$ cat src/hdl/tlfu_pkg.sv
// ----------------------------------------------------------------------------
// tlfu_pkg
// Shared sizes, types and codes of the three-tier frequency-replacement store.
// ----------------------------------------------------------------------------
package tlfu_pkg;

  localparam int CACHE_ENTRIES = 16;
  localparam int PAGE_ENTRIES  = 32;
  localparam int DISK_ENTRIES  = 64;
  localparam int ADDRESS_IDS   = 256;
  localparam int COUNT_BITS    = 16;

  localparam int IN_W    = 8;
  localparam int LAT_W   = 10;
  localparam int ID_W    = (ADDRESS_IDS > 256) ? IN_W : $clog2(ADDRESS_IDS);
  localparam int CNT_DEPTH = 1 << ID_W;

  // all three lists share one memory: cache, then page, then disk
  localparam int LM_DEPTH = CACHE_ENTRIES + PAGE_ENTRIES + DISK_ENTRIES;
  localparam int LM_AW    = $clog2(LM_DEPTH);
  localparam int FILL_W   = $clog2(DISK_ENTRIES + 1);

  typedef logic [ID_W-1:0]       id_t;
  typedef logic [COUNT_BITS-1:0] cnt_t;
  typedef logic [LAT_W-1:0]      lat_t;

  typedef enum logic [1:0] {
    CFG_CACHE_LAT = 2'd0,
    CFG_PAGE_LAT  = 2'd1,
    CFG_DISK_LAT  = 2'd2
  } cfg_idx_t;

  typedef enum logic [1:0] {
    TIER_CACHE = 2'd0,
    TIER_PAGE  = 2'd1,
    TIER_DISK  = 2'd2,
    TIER_NONE  = 2'd3
  } tier_t;

  typedef logic [255:0][ID_W-1:0] id_map_t;

  function automatic id_map_t build_id_map();
    id_map_t t;
    for (int i = 0; i < 256; i++) begin
      t[i] = ID_W'(i % ADDRESS_IDS);
    end
    return t;
  endfunction

  // folds a raw identifier into the id range
  localparam id_map_t ID_MAP = build_id_map();

endpackage

$ cat src/hdl/tlfu_cnt_store.sv
// ----------------------------------------------------------------------------
// tlfu_cnt_store
// Per-id use counters: one write and one registered read port, with a valid
// bit per entry so an entry never written reads as zero after reset.
// ----------------------------------------------------------------------------
module tlfu_cnt_store (
  input  logic            clk,
  input  logic            rst_n,
  input  tlfu_pkg::id_t   rd_addr,
  output tlfu_pkg::cnt_t  rd_data,
  input  logic            wr_en,
  input  tlfu_pkg::id_t   wr_addr,
  input  tlfu_pkg::cnt_t  wr_data
);
  import tlfu_pkg::*;

  cnt_t                 mem [CNT_DEPTH];
  logic [CNT_DEPTH-1:0] vld_r;
  cnt_t                 rd_data_r;

  always_ff @(posedge clk) begin
    if (!rst_n) begin
      vld_r <= '0;
    end else if (wr_en) begin
      vld_r[wr_addr] <= 1'b1;
    end
  end

  always_ff @(posedge clk) begin
    if (wr_en) begin
      mem[wr_addr] <= wr_data;
    end
    rd_data_r <= vld_r[rd_addr] ? mem[rd_addr] : '0;
  end

  assign rd_data = rd_data_r;

endmodule

$ cat config.mk
export PLATFORM = sky130hd
export DESIGN_NAME = tlfu_cnt_store
export DESIGN_NICKNAME = d
export VERILOG_FILES = /design/src/hdl/tlfu_pkg.sv /design/src/hdl/tlfu_cnt_store.sv
export SDC_FILE = /design/constraint.sdc
export NUM_CORES = 2
export LEC_CHECK = 0
export ABC_AREA = 1
export BUFFER_PORTS_ARGS = -buffer_cell sky130_fd_sc_hd__buf_4
export CAP_MARGIN = 15
export CELL_PAD_IN_SITES_DETAIL_PLACEMENT = 2
export CELL_PAD_IN_SITES_GLOBAL_PLACEMENT = 2
export CORE_ASPECT_RATIO = 1.25
export CORE_MARGIN = 5
export CORE_UTILIZATION = 48
export CTS_CLUSTER_DIAMETER = 30
export DETAILED_ROUTE_END_ITERATION = 8
export PLACE_DENSITY = 0.86
export SYNTH_ARGS = -nofsm -noshare
export SYNTH_HDL_FRONTEND = slang
export SYNTH_SLANG_ARGS = --single-unit
$ cat constraint.sdc
create_clock -name clk -period 3.5 [get_ports clk]
set_input_delay 0.175 -clock clk [delete_from_list [all_inputs] [get_ports clk]]
set_output_delay 0.175 -clock clk [all_outputs]
set_load 0.01 [all_outputs]
==> results.txt, run 1 <==
CTS saw 4,368 sinks. The last stage reached is 5_1_grt. The run gives 4 as the maximum count of clock buffers along a single path. The number of synthesized register bits works out to 4,368. The count of buffers added on input and output ports is 50. The run gives 248 as the count of standard-cell rows.

The first error in the log reads "[ERROR GRT-0228] Horizontal edge usage exceeds the maximum allowed. (13, 29) usage=65535 limit=3200". The run gives 140 as the number of antenna violations at the first check in global routing. Ranked by total cell area, the synthesized netlist is headed by edfxtp_1, nand3_1, nand2_1. The per-instance average area after synthesis was 11.73 sq um; the post-synthesis sequential area ratio was 73.05%. The die is 551.3 microns wide.

For this configuration, the core starts out at a cell density of 48.18%. CTS placed an instance of clkbuf_16 at the clock tree root. The H-tree was split into 6 levels. The count of pins on the block boundary is 51, and the netlist area before placement is 175,800 sq um.

The tools report the worst-path endpoint after global-route repair_timing as rd_data[14]$_SDFF_PN0_/D. The chip height was 686.7 microns; the final weighted congestion of routability-driven global placement was 0.8598. After synthesis, the netlist uses 21 different library cells. The number of nets handed over by synthesis was 15,030. The flow did not finish. After the last repair the worst path ends at a sequential cell input.

In this run the cell area measured after placement is 184,000 sq um. TritonCTS created 740 clock buffers. Entering global routing, the biggest net connects 136 pins. The fraction of post-synthesis cell area in the top cell type by area is 69.96%, and the number of instances in the synthesized netlist is 14,990. For the number of warnings printed during yosys synthesis, the log shows 0. edfxtp_1 takes more of the synthesized area than any other cell.

The HPWL after detailed placement is 452,600 microns.
==> cell families after synthesis <==
logic type	count (synthesis)	share of synthesized area (%)
buffers and inverters	1094	3.489
AO/OA/AOI/OAI	5	0.02135
flip-flops	4368	73.05
AND/OR/NAND/NOR	9525	23.44
==> stage by stage <==
stage	worst slack, ns	TNS, ns	instances
after floorplan	1.352	0	14990
after global placement	-0.03067	-0.1126	19590
after detailed placement	-0.1286	-0.6811	19590
after CTS	0.5152	0	21010
==> repair_timing <==
item	CTS
gates resized for setup	0
hold buffers	20
hold endpoints to repair	3109
setup buffers	0
==> synthesized netlist by cell type, drive strengths merged <==
cell    instances
nor3            5
clkbuf        155
edfxtp       4096
buf           865
nand2        4375
o21a            5
clkinv          2
dfxtp         272
nand3        4318
inv            72
nor2          827
==> run 2: changes to the inputs <==
CELL_PAD_IN_SITES_DETAIL_PLACEMENT = default   (was 2)
CELL_PAD_IN_SITES_GLOBAL_PLACEMENT = default   (was 2)
CORE_ASPECT_RATIO = default   (was 1.25)
CORE_UTILIZATION = 35   (was 48)
CTS_CLUSTER_DIAMETER = default   (was 30)
PLACE_DENSITY = default   (was 0.86)
PLACE_DENSITY_LB_ADDON = 0.15   (was default)
==> results.txt, run 2 <==
The flow ran to the end, and the final reports show no timing, DRC or antenna violations. Across the run, the number of max-cap violations was 0. Clock-pin slew on the worst setup and hold paths: 0.06 ns. nand2_1 is the most common cell in the netlist.

The number of instances in the synthesized netlist came out at 14,990 (unchanged). The startpoint identified for the worst hold timing path is wr_addr[4]. The run gives 1.07 ns as the clock latency at the later pin of the worst-skew pair. Count of buffers inserted at the top-level ports: 50 (unchanged). The number of clock sinks is 4,368 (unchanged).

The horizontal die dimension works out to 718.8 microns (+30%). Setup repair after global routing left no endpoint under its margin. Ranked by total cell area, the synthesized netlist is headed by edfxtp_1, nand3_1, nand2_1. For this run, the total global-route usage over all layers was measured as 22.11%. The clock period minus final worst setup slack was 2.843 ns; the via count of the first global-routing pass was 109,800. The count of cells resized by post-cts repair is 0 (unchanged). The post-synthesis sequential area ratio came out at 73.05% (unchanged). The post-route netlist has 10.56% of its cells at a drive strength greater than 1. After floorplanning, the core was sized to cover 501,000 sq um. At the end of the flow, the number of nets in the layout was 15,340. The fraction of post-synthesis cell area in the top cell type by area came out at 69.96% (unchanged). Compared with the post-synthesis result, the final layout area differs by 15.53%. Setup violations remaining at the end of the flow were counted as 0.

The netlist area before placement is 175,800 sq um (unchanged), and the final weighted congestion of routability-driven global placement is 0.8244 (-4.1%). The register with the most flip-flops in the layout has 4,096 of them. The chip height works out to 718.8 microns (+4.7%). The average detailed-routed wire length per instance is 26.31 microns, and the maximum number of pins on one net before global-route repair is 116. Ranked by flip-flop count, first place goes to mem. The worst path meets setup with 0.6568 ns of slack. Power spread over the standard cell area amounts to 560.6 nW/um^2. The total nets after synthesis came out at 15,030 (unchanged).

For the number of remaining DRC errors, the log shows 0. Among all flip-flop cells after synthesis, the most frequent one is edfxtp_1. The CTS H-tree depth was 5 (-1). The most area-hungry cell type in the Yosys netlist is edfxtp_1. The startpoint identified for the worst register-to-register timing path is mem[223][6]. Post-CTS setup-driven buffer insertion count: 0 (unchanged). The detailed placement HPWL came out at 352,400 microns (-22%). The analysis attributes to cell leakage a power of 70.84 nW.

Transition at the pin with the smallest max-transition slack: 1.188 ns. Leaving out fill and tap cells, the most frequent cell in the layout is nand2_1. The maximum count of clock buffers along a single path is 4 (unchanged), and the highest clock rate is 0.3517 GHz.

The kind of critical path is primary input to flip-flop. Max-slew violation count: 0. The number of buffers created by CTS is 468 (-37%), and the initial DRC count is 12,160. Number of nets with antenna violations after detailed routing: 0. The per-instance average area after synthesis was 11.73 sq um (unchanged); the count of standard-cell rows was 260 (+4.8%). In this run the worst hold path is classified as primary input to flip-flop. The number of enable-type register cells in the synthesized netlist is 4,096 (unchanged), and the relative slew slack is 20.48%. The number of synthesized register bits was 4,368 (unchanged); the number of antenna violations at the first check in global routing was 42. After global routing the overflow that remains totals 0. Overall die area: 516,600 sq um. The run gives 51 (unchanged) as the count of pins on the block boundary. Dividing the detail-routed via count by the number of cells gives 5.225. TritonCTS built the clock tree. The starting density of the core is 35.10% (-13 points), and the post-layout utilization of the core is 40.55%. For the worst setup path, the data arrival time is 3.51 ns.

Ranked by instance count, the synthesized netlist is headed by nand2_1, nand3_1, edfxtp_1. The tools report the startpoint kind of the worst setup timing path as a primary input. The tools report the kind of end point of the critical path as a flip-flop. The first global-routing pass estimated 840,600 microns of wire. The iteration count of the initial detailed-routing pass is 7. The async set-or-reset flop fraction in the synthesized netlist was 0% (unchanged); the maximum fanout count along the critical path was 17. The pre-CTS worst setup slack was -0.2272 ns (-0.09855 ns); the total number of vias was 117,100. IR analysis of the VDD net gives a maximum drop of 0.4699 mV.

Share of the clock period used by the worst path: 81.23%. In this run the worst setup path begins at wr_addr[6]. The count of final hold-check violations was 0. The clock arrives with 0.04995 ns of skew. The root buffer selected by CTS is clkbuf_16. In the layout the commonest cells are nand2_1, nand3_1, edfxtp_1, nor2_1, buf_4. For the worst setup path, the data required time is 4.17 ns.

For the final routed database, the setup TNS stands at 0 ns. For the number of warnings printed during yosys synthesis, the log shows 0 (unchanged). Number of distinct library cell variants in the gate-level netlist after synthesis: 21 (unchanged).

The final routed wirelength across all metal layers is 589,600 microns.
run 2: worst max-delay path, cell delays in order:
cell and delay [ns]:
dlygate4sd3_1 0.69, buf_4 0.21, nor2_1 0.07, dlygate4sd3_1 0.55, inv_1 0.07, nor2_1 0.45
inv_1 0.34, nor2_2 0.93
run 2: cells by family after synthesis:
family	count (synthesis)	share of synthesized area, %
AO/OA/AOI/OAI	5	0.02135
AND/OR/NAND/NOR	9525	23.44
flip-flops	4368	73.05
buffers and inverters	1094	3.489
run 2: path summary, 6_finish.rpt:
kind	to	slack [ns]	cells past startpoint
max	mem[60][10]	0.66	8
min reg2reg	vld_r[255]	0.47	1
max reg2reg	rd_data[6]	0.74	11
min	mem[16][10]	0.04	5
run 2: repair_timing:
action,CTS,global route
endpoints found under the setup margin,0,0
hold buffers,23,0
endpoints found under the hold margin,2699,0
run 2: layout make-up:
type,instances,area [sq um]
diodes,21,52.55
clock inverters,216,2110
fillers,47520,297900
multi-input cells,9530,41560
clock buffers,659,12940
repair buffers,863,9318
well taps,6681,8359
inverters,74,340.3
flip-flops and latches,4368,128400
run 2: through the flow:
step | total power, mW | hold WS (ns) | instances | area, sq um
final | 113.9 | 0.03607 | 22410 | 203100
after global routing | 117.4 | 0.03122 | 22400 | 203100
after CTS | 114.8 | 0.0001846 | 22390 | 203000
after detailed placement | 66.03 | 0.4547 | 21490 | 187800
after global placement | 66.03 | 0.4472 | 21490 | 187700
after floorplan | 61.98 | 0.2739 | 14990 | 175800
run 2: layer usage:
layer  vias to the layer above  track usage [%]  wire length (microns)
met5                         -                0                     27
met4                         4            6.721                  18700
met3                       685            2.491                  34460
met2                      3795            34.59                 270300
met1                     58980            32.34                 266200
li1                      53650                -                      -
run 2: where the power goes:
group	switching [mW]	leakage [nW]	internal (mW)
clock network	21.2	7.35	27.8
logic	5.66	24.5	1.89
registers	0.162	39.0	57.2
total	27.0	70.8	86.9
Note: power is estimated with default switching activity, not from simulation.
